--- src/design/assert_macros.svh ---
// ----------------------------------------------------------------------------
// assertion macros shared by the evaluator modules
// ----------------------------------------------------------------------------
`ifndef ASSERT_MACROS_SVH
`define ASSERT_MACROS_SVH

// condition holds in the same cycle as the antecedent
`define PFX_ASSERT_SAME(lbl, clk, rst_n, ante, cons) \
    lbl: assert property (@(posedge clk) disable iff (!rst_n) (ante) |-> (cons)) \
        else $error("pfx: assertion failed");

// condition holds in the cycle after the antecedent
`define PFX_ASSERT_NEXT(lbl, clk, rst_n, ante, cons) \
    lbl: assert property (@(posedge clk) disable iff (!rst_n) (ante) |=> (cons)) \
        else $error("pfx: assertion failed");

`endif

--- src/design/pfx_pkg.sv ---
// ----------------------------------------------------------------------------
// pfx_pkg
// shared types and constants of the postfix expression evaluator
// ----------------------------------------------------------------------------
package pfx_pkg;

    // characters of the expression
    localparam logic [7:0] CH_0   = 8'h30;
    localparam logic [7:0] CH_9   = 8'h39;
    localparam logic [7:0] CH_ADD = 8'h2B;
    localparam logic [7:0] CH_SUB = 8'h2D;
    localparam logic [7:0] CH_MUL = 8'h2A;
    localparam logic [7:0] CH_DIV = 8'h2F;
    localparam logic [7:0] CH_POW = 8'h24;

    // status codes
    localparam logic [2:0] ERR_NONE      = 3'd0;
    localparam logic [2:0] ERR_OVERFLOW  = 3'd1;
    localparam logic [2:0] ERR_UNDERFLOW = 3'd2;
    localparam logic [2:0] ERR_DIVZERO   = 3'd3;
    localparam logic [2:0] ERR_BADTOKEN  = 3'd4;

    typedef enum logic [2:0] {
        OP_ADD,
        OP_SUB,
        OP_MUL,
        OP_DIV,
        OP_POW
    } t_op;

    // controller to datapath
    typedef struct packed {
        logic load_tok;
        logic push_lit;
        logic rd_ops;
        logic pop;
        logic start;
        logic push_alu;
        logic rd_top;
        logic emit;
    } t_cmd;

    // datapath to controller
    typedef struct packed {
        logic is_op;
        logic last;
        logic unit_done;
        logic out_free;
    } t_sts;

endpackage

--- src/design/pfx_div.sv ---
// ----------------------------------------------------------------------------
// pfx_div
// signed 32-bit divider, truncating, one quotient bit per cycle
// ----------------------------------------------------------------------------
`include "assert_macros.svh"

module pfx_div (
    input  logic        i_clk,
    input  logic        i_rst_n,
    input  logic        i_start,
    input  logic [31:0] i_dividend,
    input  logic [31:0] i_divisor,
    output logic        o_done,
    output logic        o_dz,
    output logic [31:0] o_quot
);
    import pfx_pkg::*;

    logic        r_busy;
    logic        r_done;
    logic [4:0]  r_cnt;
    logic [32:0] r_rem;
    logic [31:0] r_q;
    logic [31:0] r_d;
    logic        r_neg;
    logic        r_dz;

    logic [31:0] w_abs_a;
    logic [31:0] w_abs_b;
    logic [32:0] w_rem_sh;
    logic [33:0] w_diff;
    logic        w_ge;

    assign w_abs_a  = i_dividend[31] ? (32'd0 - i_dividend) : i_dividend;
    assign w_abs_b  = i_divisor[31]  ? (32'd0 - i_divisor)  : i_divisor;
    assign w_rem_sh = {r_rem[31:0], r_q[31]};
    assign w_diff   = {1'b0, w_rem_sh} - {2'b00, r_d};
    assign w_ge     = !w_diff[33];

    always_ff @(posedge i_clk) begin
        if (!i_rst_n) begin
            r_busy <= 1'b0;
            r_done <= 1'b0;
            r_cnt  <= '0;
        end else begin
            r_done <= 1'b0;
            if (i_start) begin
                if (i_divisor == 32'd0) begin
                    r_done <= 1'b1;
                end else begin
                    r_busy <= 1'b1;
                    r_cnt  <= '0;
                end
            end else if (r_busy) begin
                r_cnt <= r_cnt + 5'd1;
                if (r_cnt == 5'd31) begin
                    r_busy <= 1'b0;
                    r_done <= 1'b1;
                end
            end
        end
    end

    always_ff @(posedge i_clk) begin
        if (i_start) begin
            r_rem <= '0;
            r_q   <= w_abs_a;
            r_d   <= w_abs_b;
            r_neg <= i_dividend[31] ^ i_divisor[31];
            r_dz  <= (i_divisor == 32'd0);
        end else if (r_busy) begin
            r_rem <= w_ge ? w_diff[32:0] : w_rem_sh;
            r_q   <= {r_q[30:0], w_ge};
        end
    end

    assign o_done = r_done;
    assign o_dz   = r_dz;
    assign o_quot = r_dz ? 32'd0 : (r_neg ? (32'd0 - r_q) : r_q);

    `PFX_ASSERT_SAME(a_div_done_idle, i_clk, i_rst_n, r_done, !r_busy)

endmodule

--- src/design/pfx_pwr.sv ---
// ----------------------------------------------------------------------------
// pfx_pwr
// wrapping multiply and square-and-multiply power, one exponent bit a cycle
// ----------------------------------------------------------------------------
module pfx_pwr (
    input  logic        i_clk,
    input  logic        i_rst_n,
    input  logic        i_start,
    input  logic        i_mode_mul,
    input  logic [31:0] i_a,
    input  logic [31:0] i_b,
    output logic        o_done,
    output logic        o_dz,
    output logic [31:0] o_res
);
    import pfx_pkg::*;

    logic        r_busy;
    logic        r_done;
    logic [4:0]  r_cnt;
    logic [31:0] r_acc;
    logic [31:0] r_sq;
    logic [31:0] r_exp;
    logic        r_dz;

    logic [31:0] w_acc_mul;
    logic [31:0] w_sq_mul;
    logic        w_neg_exp;

    assign w_acc_mul = r_acc * r_sq;
    assign w_sq_mul  = r_sq * r_sq;
    assign w_neg_exp = !i_mode_mul && i_b[31];

    always_ff @(posedge i_clk) begin
        if (!i_rst_n) begin
            r_busy <= 1'b0;
            r_done <= 1'b0;
            r_cnt  <= '0;
        end else begin
            r_done <= 1'b0;
            if (i_start) begin
                if (w_neg_exp) begin
                    r_done <= 1'b1;
                end else begin
                    r_busy <= 1'b1;
                    r_cnt  <= i_mode_mul ? 5'd0 : 5'd31;
                end
            end else if (r_busy) begin
                r_cnt <= r_cnt - 5'd1;
                if (r_cnt == 5'd0) begin
                    r_busy <= 1'b0;
                    r_done <= 1'b1;
                end
            end
        end
    end

    always_ff @(posedge i_clk) begin
        if (i_start) begin
            r_dz <= 1'b0;
            if (i_mode_mul) begin
                r_acc <= i_a;
                r_sq  <= i_b;
                r_exp <= 32'd1;
            end else if (i_b[31]) begin
                // truncated real power for a negative exponent
                r_exp <= i_b;
                r_sq  <= i_a;
                if (i_a == 32'd1) begin
                    r_acc <= 32'd1;
                end else if (i_a == 32'hFFFF_FFFF) begin
                    r_acc <= i_b[0] ? 32'hFFFF_FFFF : 32'd1;
                end else begin
                    r_acc <= 32'd0;
                end
                r_dz <= (i_a == 32'd0);
            end else begin
                r_acc <= 32'd1;
                r_sq  <= i_a;
                r_exp <= i_b;
            end
        end else if (r_busy) begin
            if (r_exp[0]) begin
                r_acc <= w_acc_mul;
            end
            r_sq  <= w_sq_mul;
            r_exp <= {1'b0, r_exp[31:1]};
        end
    end

    assign o_done = r_done;
    assign o_dz   = r_dz;
    assign o_res  = r_acc;

endmodule

--- src/design/pfx_dp.sv ---
// ----------------------------------------------------------------------------
// pfx_dp
// datapath: token register, operand stack, arithmetic units, result register
// ----------------------------------------------------------------------------
`include "assert_macros.svh"

module pfx_dp #(
    parameter int STACK_DEPTH = 16
) (
    input  logic           i_clk,
    input  logic           i_rst_n,
    input  pfx_pkg::t_cmd  i_cmd,
    output pfx_pkg::t_sts  o_sts,
    input  logic [7:0]     i_tok,
    input  logic           i_last,
    output logic           o_valid,
    input  logic           i_ready,
    output logic [39:0]    o_data
);
    import pfx_pkg::*;

    localparam int CW = $clog2(STACK_DEPTH + 1);
    localparam int AW = $clog2(STACK_DEPTH);

    logic [31:0]   r_mem [STACK_DEPTH];
    logic [7:0]    r_tok;
    logic          r_last;
    logic [CW-1:0] r_count;
    logic [CW-1:0] n_count;
    logic [2:0]    r_err;
    logic [2:0]    n_err;
    logic [31:0]   r_rd0;
    logic [31:0]   r_rd1;
    logic [31:0]   r_a;
    logic [31:0]   r_b;
    t_op           r_op;
    logic          r_out_valid;
    logic [39:0]   r_out_data;

    logic          w_is_digit;
    logic          w_is_op;
    t_op           w_op;
    logic [CW-1:0] w_cnt_m1;
    logic [CW-1:0] w_cnt_m2;
    logic          w_full;
    logic          w_push_en;
    logic [31:0]   w_push_val;
    logic [31:0]   w_alu;
    logic          w_alu_dz;
    logic [31:0]   w_cnt_ext;
    logic          w_div_done;
    logic          w_div_dz;
    logic [31:0]   w_div_q;
    logic          w_pwr_done;
    logic          w_pwr_dz;
    logic [31:0]   w_pwr_res;

    function automatic logic [2:0] f_flag(input logic [2:0] cur, input logic [2:0] code);
        f_flag = (cur == ERR_NONE) ? code : cur;
    endfunction

    // token decode
    always_comb begin
        w_is_digit = r_tok inside {[CH_0:CH_9]};
        w_is_op    = r_tok inside {CH_ADD, CH_SUB, CH_MUL, CH_DIV, CH_POW};
        case (r_tok)
            CH_ADD:  w_op = OP_ADD;
            CH_SUB:  w_op = OP_SUB;
            CH_MUL:  w_op = OP_MUL;
            CH_DIV:  w_op = OP_DIV;
            default: w_op = OP_POW;
        endcase
    end

    assign w_cnt_m1 = r_count - CW'(1);
    assign w_cnt_m2 = r_count - CW'(2);
    assign w_full   = (r_count == CW'(STACK_DEPTH));

    // arithmetic units
    pfx_div u_div (
        .i_clk      (i_clk),
        .i_rst_n    (i_rst_n),
        .i_start    (i_cmd.start && (r_op == OP_DIV)),
        .i_dividend (r_a),
        .i_divisor  (r_b),
        .o_done     (w_div_done),
        .o_dz       (w_div_dz),
        .o_quot     (w_div_q)
    );

    pfx_pwr u_pwr (
        .i_clk      (i_clk),
        .i_rst_n    (i_rst_n),
        .i_start    (i_cmd.start && ((r_op == OP_MUL) || (r_op == OP_POW))),
        .i_mode_mul (r_op == OP_MUL),
        .i_a        (r_a),
        .i_b        (r_b),
        .o_done     (w_pwr_done),
        .o_dz       (w_pwr_dz),
        .o_res      (w_pwr_res)
    );

    always_comb begin
        case (r_op)
            OP_ADD: begin
                w_alu    = r_a + r_b;
                w_alu_dz = 1'b0;
            end
            OP_SUB: begin
                w_alu    = r_a - r_b;
                w_alu_dz = 1'b0;
            end
            OP_MUL: begin
                w_alu    = w_pwr_res;
                w_alu_dz = 1'b0;
            end
            OP_DIV: begin
                w_alu    = w_div_q;
                w_alu_dz = w_div_dz;
            end
            default: begin
                w_alu    = w_pwr_res;
                w_alu_dz = w_pwr_dz;
            end
        endcase
    end

    assign w_push_en  = i_cmd.push_lit || i_cmd.push_alu;
    assign w_push_val = i_cmd.push_alu ? w_alu :
                        (w_is_digit ? {24'd0, r_tok - CH_0} : 32'd0);

    // stack pointer and first-error tracking
    always_comb begin
        n_count = r_count;
        n_err   = r_err;
        if (i_cmd.pop) begin
            if (r_count >= CW'(2)) begin
                n_count = w_cnt_m2;
            end else begin
                n_count = '0;
                n_err   = f_flag(n_err, ERR_UNDERFLOW);
            end
        end
        if (i_cmd.push_lit && !w_is_digit) begin
            n_err = f_flag(n_err, ERR_BADTOKEN);
        end
        if (i_cmd.push_alu && w_alu_dz) begin
            n_err = f_flag(n_err, ERR_DIVZERO);
        end
        if (w_push_en) begin
            if (w_full) begin
                n_err = f_flag(n_err, ERR_OVERFLOW);
            end else begin
                n_count = r_count + CW'(1);
            end
        end
        if (i_cmd.emit) begin
            n_count = '0;
            n_err   = ERR_NONE;
        end
    end

    always_ff @(posedge i_clk) begin
        if (!i_rst_n) begin
            r_count     <= '0;
            r_err       <= ERR_NONE;
            r_out_valid <= 1'b0;
        end else begin
            r_count <= n_count;
            r_err   <= n_err;
            if (i_cmd.emit) begin
                r_out_valid <= 1'b1;
            end else if (i_ready) begin
                r_out_valid <= 1'b0;
            end
        end
    end

    // stack memory: one write port, two registered read ports
    always_ff @(posedge i_clk) begin
        if (w_push_en && !w_full) begin
            r_mem[r_count[AW-1:0]] <= w_push_val;
        end
        if (i_cmd.rd_ops || i_cmd.rd_top) begin
            r_rd0 <= r_mem[w_cnt_m1[AW-1:0]];
        end
        if (i_cmd.rd_ops) begin
            r_rd1 <= r_mem[w_cnt_m2[AW-1:0]];
        end
    end

    assign w_cnt_ext = 32'(r_count);

    always_ff @(posedge i_clk) begin
        if (i_cmd.load_tok) begin
            r_tok  <= i_tok;
            r_last <= i_last;
        end
        if (i_cmd.pop) begin
            // a missing operand reads as all ones
            r_b  <= (r_count >= CW'(1)) ? r_rd0 : 32'hFFFF_FFFF;
            r_a  <= (r_count >= CW'(2)) ? r_rd1 : 32'hFFFF_FFFF;
            r_op <= w_op;
        end
        if (i_cmd.emit) begin
            r_out_data[31:0]  <= (r_count != '0) ? r_rd0 : 32'd0;
            r_out_data[36:32] <= w_cnt_ext[4:0];
            r_out_data[39:37] <= r_err;
        end
    end

    assign o_sts.is_op     = w_is_op;
    assign o_sts.last      = r_last;
    assign o_sts.unit_done = (r_op == OP_ADD) || (r_op == OP_SUB) || w_div_done || w_pwr_done;
    assign o_sts.out_free  = !r_out_valid || i_ready;
    assign o_valid         = r_out_valid;
    assign o_data          = r_out_data;

    `PFX_ASSERT_SAME(a_dp_count_bound, i_clk, i_rst_n, 1'b1, r_count <= CW'(STACK_DEPTH))
    `PFX_ASSERT_NEXT(a_dp_emit_clears, i_clk, i_rst_n, i_cmd.emit, (r_count == '0) && (r_err == ERR_NONE) && r_out_valid)

endmodule

--- src/design/pfx_ctrl.sv ---
// ----------------------------------------------------------------------------
// pfx_ctrl
// sequencer: decode, operand fetch, arithmetic wait, result hand-off
// ----------------------------------------------------------------------------
`include "assert_macros.svh"

module pfx_ctrl (
    input  logic          i_clk,
    input  logic          i_rst_n,
    input  logic          i_s_tvalid,
    output logic          o_s_tready,
    input  pfx_pkg::t_sts i_sts,
    output pfx_pkg::t_cmd o_cmd
);
    import pfx_pkg::*;

    localparam logic [2:0] S_IDLE  = 3'd0;
    localparam logic [2:0] S_DEC   = 3'd1;
    localparam logic [2:0] S_POP   = 3'd2;
    localparam logic [2:0] S_EXEC  = 3'd3;
    localparam logic [2:0] S_WAIT  = 3'd4;
    localparam logic [2:0] S_TOPRD = 3'd5;
    localparam logic [2:0] S_EMIT  = 3'd6;

    logic [2:0] r_state;
    logic [2:0] n_state;

    always_comb begin
        n_state = r_state;
        o_cmd   = '0;
        case (r_state)
            S_IDLE: begin
                if (i_s_tvalid) begin
                    o_cmd.load_tok = 1'b1;
                    n_state        = S_DEC;
                end
            end
            S_DEC: begin
                if (i_sts.is_op) begin
                    o_cmd.rd_ops = 1'b1;
                    n_state      = S_POP;
                end else begin
                    o_cmd.push_lit = 1'b1;
                    n_state        = i_sts.last ? S_TOPRD : S_IDLE;
                end
            end
            S_POP: begin
                o_cmd.pop = 1'b1;
                n_state   = S_EXEC;
            end
            S_EXEC: begin
                o_cmd.start = 1'b1;
                n_state     = S_WAIT;
            end
            S_WAIT: begin
                if (i_sts.unit_done) begin
                    o_cmd.push_alu = 1'b1;
                    n_state        = i_sts.last ? S_TOPRD : S_IDLE;
                end
            end
            S_TOPRD: begin
                o_cmd.rd_top = 1'b1;
                n_state      = S_EMIT;
            end
            S_EMIT: begin
                if (i_sts.out_free) begin
                    o_cmd.emit = 1'b1;
                    n_state    = S_IDLE;
                end
            end
            default: begin
                n_state = S_IDLE;
            end
        endcase
    end

    always_ff @(posedge i_clk) begin
        if (!i_rst_n) begin
            r_state <= S_IDLE;
        end else begin
            r_state <= n_state;
        end
    end

    assign o_s_tready = (r_state == S_IDLE);

    `PFX_ASSERT_NEXT(a_ctrl_accept_dec, i_clk, i_rst_n, i_s_tvalid && o_s_tready, r_state == S_DEC)
    `PFX_ASSERT_SAME(a_ctrl_emit_free, i_clk, i_rst_n, o_cmd.emit, i_sts.out_free)

endmodule

--- src/design/postfix_expression_evaluator.sv ---
// ----------------------------------------------------------------------------
// postfix_expression_evaluator
// a digit or bad token passes through decode only; operators add pop, exec and wait,
// where / and $ wait out the 32-step divider and power unit unless the divisor is
// zero or the exponent negative. the last token adds top read and a stallable emit.
// i_rst_n (synchronous, active low) empties the stack and clears the status.
// ----------------------------------------------------------------------------
module postfix_expression_evaluator #(
    parameter int STACK_DEPTH = 16
) (
    input  logic        i_clk,
    input  logic        i_rst_n,
    // input beats: one character each, tlast marks the end of the expression
    input  logic        i_s_axis_tvalid,
    output logic        o_s_axis_tready,
    input  logic [7:0]  i_s_axis_tdata,   // [7:0] token
    input  logic        i_s_axis_tlast,   // end_of_expr
    // result beats: one per expression
    output logic        o_m_axis_tvalid,
    input  logic        i_m_axis_tready,
    output logic [39:0] o_m_axis_tdata    // [31:0] top_value, [36:32] stack_depth,
                                          // [39:37] status
);
    import pfx_pkg::*;

    // command and status between the sequencer and the datapath
    t_cmd w_cmd;
    t_sts w_sts;

    // the sequencer takes one character at a time; it returns to idle (and
    // ready) once the character is folded into the stack, after the last one once
    // its result is loaded into the output register, where it may still be waiting
    pfx_ctrl u_ctrl (
        .i_clk      (i_clk),
        .i_rst_n    (i_rst_n),
        .i_s_tvalid (i_s_axis_tvalid),
        .o_s_tready (o_s_axis_tready),
        .i_sts      (w_sts),
        .o_cmd      (w_cmd)
    );

    // datapath: operand stack in a two-read one-write memory, the divider,
    // the multiply/power unit, the status tracking and the output register
    pfx_dp #(
        .STACK_DEPTH (STACK_DEPTH)
    ) u_dp (
        .i_clk   (i_clk),
        .i_rst_n (i_rst_n),
        .i_cmd   (w_cmd),
        .o_sts   (w_sts),
        .i_tok   (i_s_axis_tdata),
        .i_last  (i_s_axis_tlast),
        .o_valid (o_m_axis_tvalid),
        .i_ready (i_m_axis_tready),
        .o_data  (o_m_axis_tdata)
    );

endmodule
--- config.mk ---
export PLATFORM = sky130hd
export DESIGN_NAME = postfix_expression_evaluator
export DESIGN_NICKNAME = d
export VERILOG_FILES = /design/src/design/pfx_pkg.sv /design/src/design/pfx_div.sv /design/src/design/pfx_pwr.sv /design/src/design/pfx_dp.sv /design/src/design/pfx_ctrl.sv /design/src/design/postfix_expression_evaluator.sv
export VERILOG_INCLUDE_DIRS = /design/src /design/src/design
export SDC_FILE = /design/constraint.sdc
export NUM_CORES = 2
export LEC_CHECK = 0
export BUFFER_PORTS_ARGS = -buffer_cell sky130_fd_sc_hd__buf_2
export CAP_MARGIN = 20
export CORE_MARGIN = 2
export CORE_UTILIZATION = 40
export DETAILED_ROUTE_END_ITERATION = 10
export PLACE_DENSITY_LB_ADDON = 0.05
export SETUP_SLACK_MARGIN = 0.2
export SLEW_MARGIN = 40
export SYNTH_ARGS = -nofsm -noshare
export SYNTH_HDL_FRONTEND = slang
export SYNTH_HIERARCHICAL = 1
export SYNTH_SLANG_ARGS = --single-unit
--- constraint.sdc ---
create_clock -name i_clk -period 20.5 [get_ports i_clk]
set_clock_uncertainty 0.1 [all_clocks]
set_input_delay 1.025 -clock i_clk [delete_from_list [all_inputs] [get_ports i_clk]]
set_output_delay 1.025 -clock i_clk [all_outputs]
set_load 0.01 [all_outputs]
==> results.md <==
- Critical Path End Type: flop
- Ys Warns: 6
- Vias in the first global route: 51.97k
- Clock-pin transition on the worst setup and hold timing paths: about 60 ps
- Worst Hold Depth: 0
- Post-CTS sizing: 0
- Max-slew violation count: 0
- Final Cycle Share: 0.4005
- Antenna violations before repair: 10
- CTS tree: done
- Clock Sinks: 913
- GRT Overall Usage: 0.2426
- Number of synthesized flops with an enable pin: 855
- Clk buf depth: 3
- Post-route cell area: between 80000 and 90000 um^2
- Pwr Density: 74.02 nW/um^2
- Final Hold Viols: 0
- Routability cong.: a little under 0.9
- LEAKAGE: 33.35 nW
- # IOs: 55
- Worst VDD drop: roughly 0.00007 V
- Via Count: 48.79k
- H-tree depth: 3
- Die height: 437.5 um
- Hold path endpoint: u_dp/o_data[38]$_DFFE_PP_
- Placed Area: 78730 um^2
- Worst r2r dst: u_dp/u_pwr/r_sq[31]$_DFFE_PN_
- Syn avg cell area: approximately 12 um^2
- Global-route wire length before repair: ~350 mm
- Nets: 7435
- Reg2Reg Depth: 25
- WHS: 354.6 ps
- Vias per cell: about 5.5
- Routed length per instance: approximately 26 um
- Die Footprint: around 190000 um^2
- DRC errors left: 0
- Outcome: finished, final reports clean
- WP data arrival: 8580 ps
- Fin crit period: 8211 ps
- Overflow after GRT: 0
- PortBufs: 54
- Critical path's slowest cell: edfxtp_1
- Post-DRT Antenna Nets: 0
- Worst-margin pin slew: 948.3 ps
- Hold wc startpoint: u_dp/r_err[1]$_SDFF_PP0_
- Clk Tree Root Cell: clkbuf_16
- Hold Crit Class: reg2reg
- Core area: between 150000 and 200000 um^2
- Synth Register Bits: 913
- Distinct cells, synth: 101
- Hold_buf cts: 0
- CP Depth: 25
- Area grow syn2layout: 9.263%
- Crit path launch type: flop
- Post-Syn Area: 75180 um^2
- Post-synth top flop: edfxtp_1
- Starting Density: 0.4016
- Row cnt: 159
- Worst skew pair latency: 740 ps
- Max Freq: 121.8 MHz
- Worst reg2reg startpoint: u_dp/u_pwr/r_sq[12]$_DFFE_PN_
- Final setup fails: 0
- CP max FO: 26
- Number of buffers and inverters on the critical path: 6
- CP delay by family, top: adder cells
- Hpwl dp: ~160 mm
- Filler Cell Count: 17.45k
- Max_cap viols: 0
- Largest net degree at the start of global routing: 127
- TritonRoute pass-1 iters: 5
- CTS buffer count: 101
- Syn_nets: 7468
- Post-CTS setup buffers: 0
- Cell mode on critical path: fa_1
- Final setup TNS: 0 ps
- Register area share after synthesis: 0.3570
- Die extent in x: about 440 um
- Mapped Cells: 6346
- Routed WL: 229.5 mm
- Slew margin rel.: 0.3678
- RSZ-0062 raised after global routing: no
- Max incr delay on CP: roughly 730 ps
- Worst endpoint required time: around 21000 ps
- Violation count after the first detailed-route iteration: 3362
- Ys async rst share: 0
- Share of post-route cells with drive strength above 1: 0.1247
- Reg-to-reg setup timing slack: between 10000 and 15000 ps
- Setup CP Type: reg2reg
[power breakdown]
group / total, W / switching, W / internal, W
Sequential: 0.00221 / 0.0000585 / 0.00215
Clock: 0.00185 / 0.000796 / 0.00106
Combinational: 0.00202 / 0.00113 / 0.000892
Total: 0.00608 / 0.00198 / 0.00410
[cell usage in the layout, fill, tap and decap left out, drive strengths merged, types with 11 or more instances in the layout]
cell type,synthesis,routed
a211oi,20,20
a21o,50,50
a21oi,244,244
a222oi,11,11
a22o,42,42
a311oi,25,25
a31oi,23,23
and2,462,462
and3,23,23
buf,55,206
clkbuf,287,119
clkinv,3,50
dfxtp,58,58
edfxtp,855,855
fa,774,774
ha,335,335
inv,886,890
mux2i,36,36
mux4,320,320
nand2,538,538
nand2b,92,92
nand3,42,42
nand4,32,32
nor2,243,243
nor2b,69,69
nor3,44,44
nor4,18,18
o211ai,18,18
o21a,24,24
o21ai,144,144
o21bai,12,12
o221ai,16,16
o31ai,43,43
o41ai,18,18
or2,12,12
or3,24,24
or4,15,15
xnor2,178,178
xor2,135,135
[synth_stat cells (all sizes together) (135+ instances only)]
library cell	instances	area share
and2	462	0.038
nand2	538	0.027
xor2	135	0.016
edfxtp	855	0.34
clkbuf	287	0.014
a21oi	244	0.016
o21ai	144	0.0097
ha	335	0.056
xnor2	178	0.021
fa	774	0.21
mux4	320	0.096
nor2	243	0.012
inv	886	0.044
[worst max-delay path by stage]
| stage | from | end | slack (ps) |
|---|---|---|---|
| after detailed placement | u_dp/u_pwr/r_sq[4]$_DFFE_PN_ | u_dp/u_pwr/r_sq[31]$_DFFE_PN_ | 12290 |
| final | u_dp/u_pwr/r_sq[12]$_DFFE_PN_ | u_dp/u_pwr/r_sq[31]$_DFFE_PN_ | 12290 |
| after CTS | u_dp/u_pwr/r_sq[4]$_DFFE_PN_ | u_dp/u_pwr/r_sq[31]$_DFFE_PN_ | 12270 |
| after global routing | u_dp/u_pwr/r_sq[12]$_DFFE_PN_ | u_dp/u_pwr/r_sq[31]$_DFFE_PN_ | 11900 |
| after floorplan | u_dp/u_pwr/r_sq[2]$_DFFE_PN_ | u_dp/u_pwr/r_sq[31]$_DFFE_PN_ | 12940 |
| after global placement | u_dp/u_pwr/r_sq[7]$_DFFE_PN_ | u_dp/u_pwr/r_sq[31]$_DFFE_PN_ | 11940 |
[layout make-up]
| type | count | area (um^2) | share of cell area |
|---|---|---|---|
| clock inverters | 69 | 664.4 | 0.008088 |
| inverters | 889 | 3337 | 0.04062 |
| multi-input cells | 4202 | 43970 | 0.5353 |
| flip-flops and latches | 913 | 26840 | 0.3268 |
| diodes | 6 | 15.01 | 0.0001828 |
| clock buffers | 119 | 2659 | 0.03237 |
| repair buffers | 206 | 1531 | 0.01864 |
| well taps | 2495 | 3122 | 0.03800 |
[sequential cells by signal (all words and copies together), names as in the netlist, 3 cells and up]
signal,count
u_dp/r_mem,512
u_dp/o_data,40
u_dp/r_a,32
u_dp/r_b,32
u_dp/r_rd0,32
u_dp/r_rd1,32
u_dp/u_div/r_d,32
u_dp/u_div/r_q,32
u_dp/u_div/r_rem,32
u_dp/u_pwr/o_res,32
u_dp/u_pwr/r_exp,32
u_dp/u_pwr/r_sq,32
u_dp/r_tok,8
u_dp/r_count,5
u_dp/u_div/r_cnt,5
u_dp/u_pwr/r_cnt,5
u_ctrl/r_state,3
u_dp/r_err,3
u_dp/r_op,3
[per-stage QoR]
step | total power (W) | instances | worst slack (ps) | util
3_5_place_dp | 0.004283 | 8701 | 12290 | 0.4205
4_1_cts | 0.006165 | 8889 | 12270 | 0.4383
6_report | 0.006080 | 8899 | 12290 | 0.4388
2_1_floorplan | 0.003723 | 6346 | 12940 | -
3_3_place_gp | 0.004280 | 8689 | 11940 | 0.4195
5_1_grt | 0.006421 | 8896 | 11900 | 0.4388
[kinds of logic (layout without fill, tap and decap cells)]
logic type,count (synthesis),in the layout,synth area share
XOR/XNOR,313,313,0.03646
multiplexers,366,366,0.1022
other,0,6,0
adder cells (fa/ha/maj),1109,1109,0.2619
flip-flops,913,913,0.3570
AND/OR/NAND/NOR,1648,1648,0.1122
buffers and inverters,1231,1283,0.06203
AO/OA/AOI/OAI,766,766,0.06825
[metal layers]
layer / routed length [um] / vias to the layer above / global-route usage / share of wire
li1: - / 21666 / - / -
met1: 96090 / 25746 / 0.3130 / 0.42
met2: 118500 / 1089 / 0.4301 / 0.52
met3: 7966 / 291 / 0.02278 / 0.035
met4: 6944 / 0 / 0.07531 / 0.030
met5: 0 / - / 0 / 0
No activity file was read; power rests on OpenSTA's default activity.
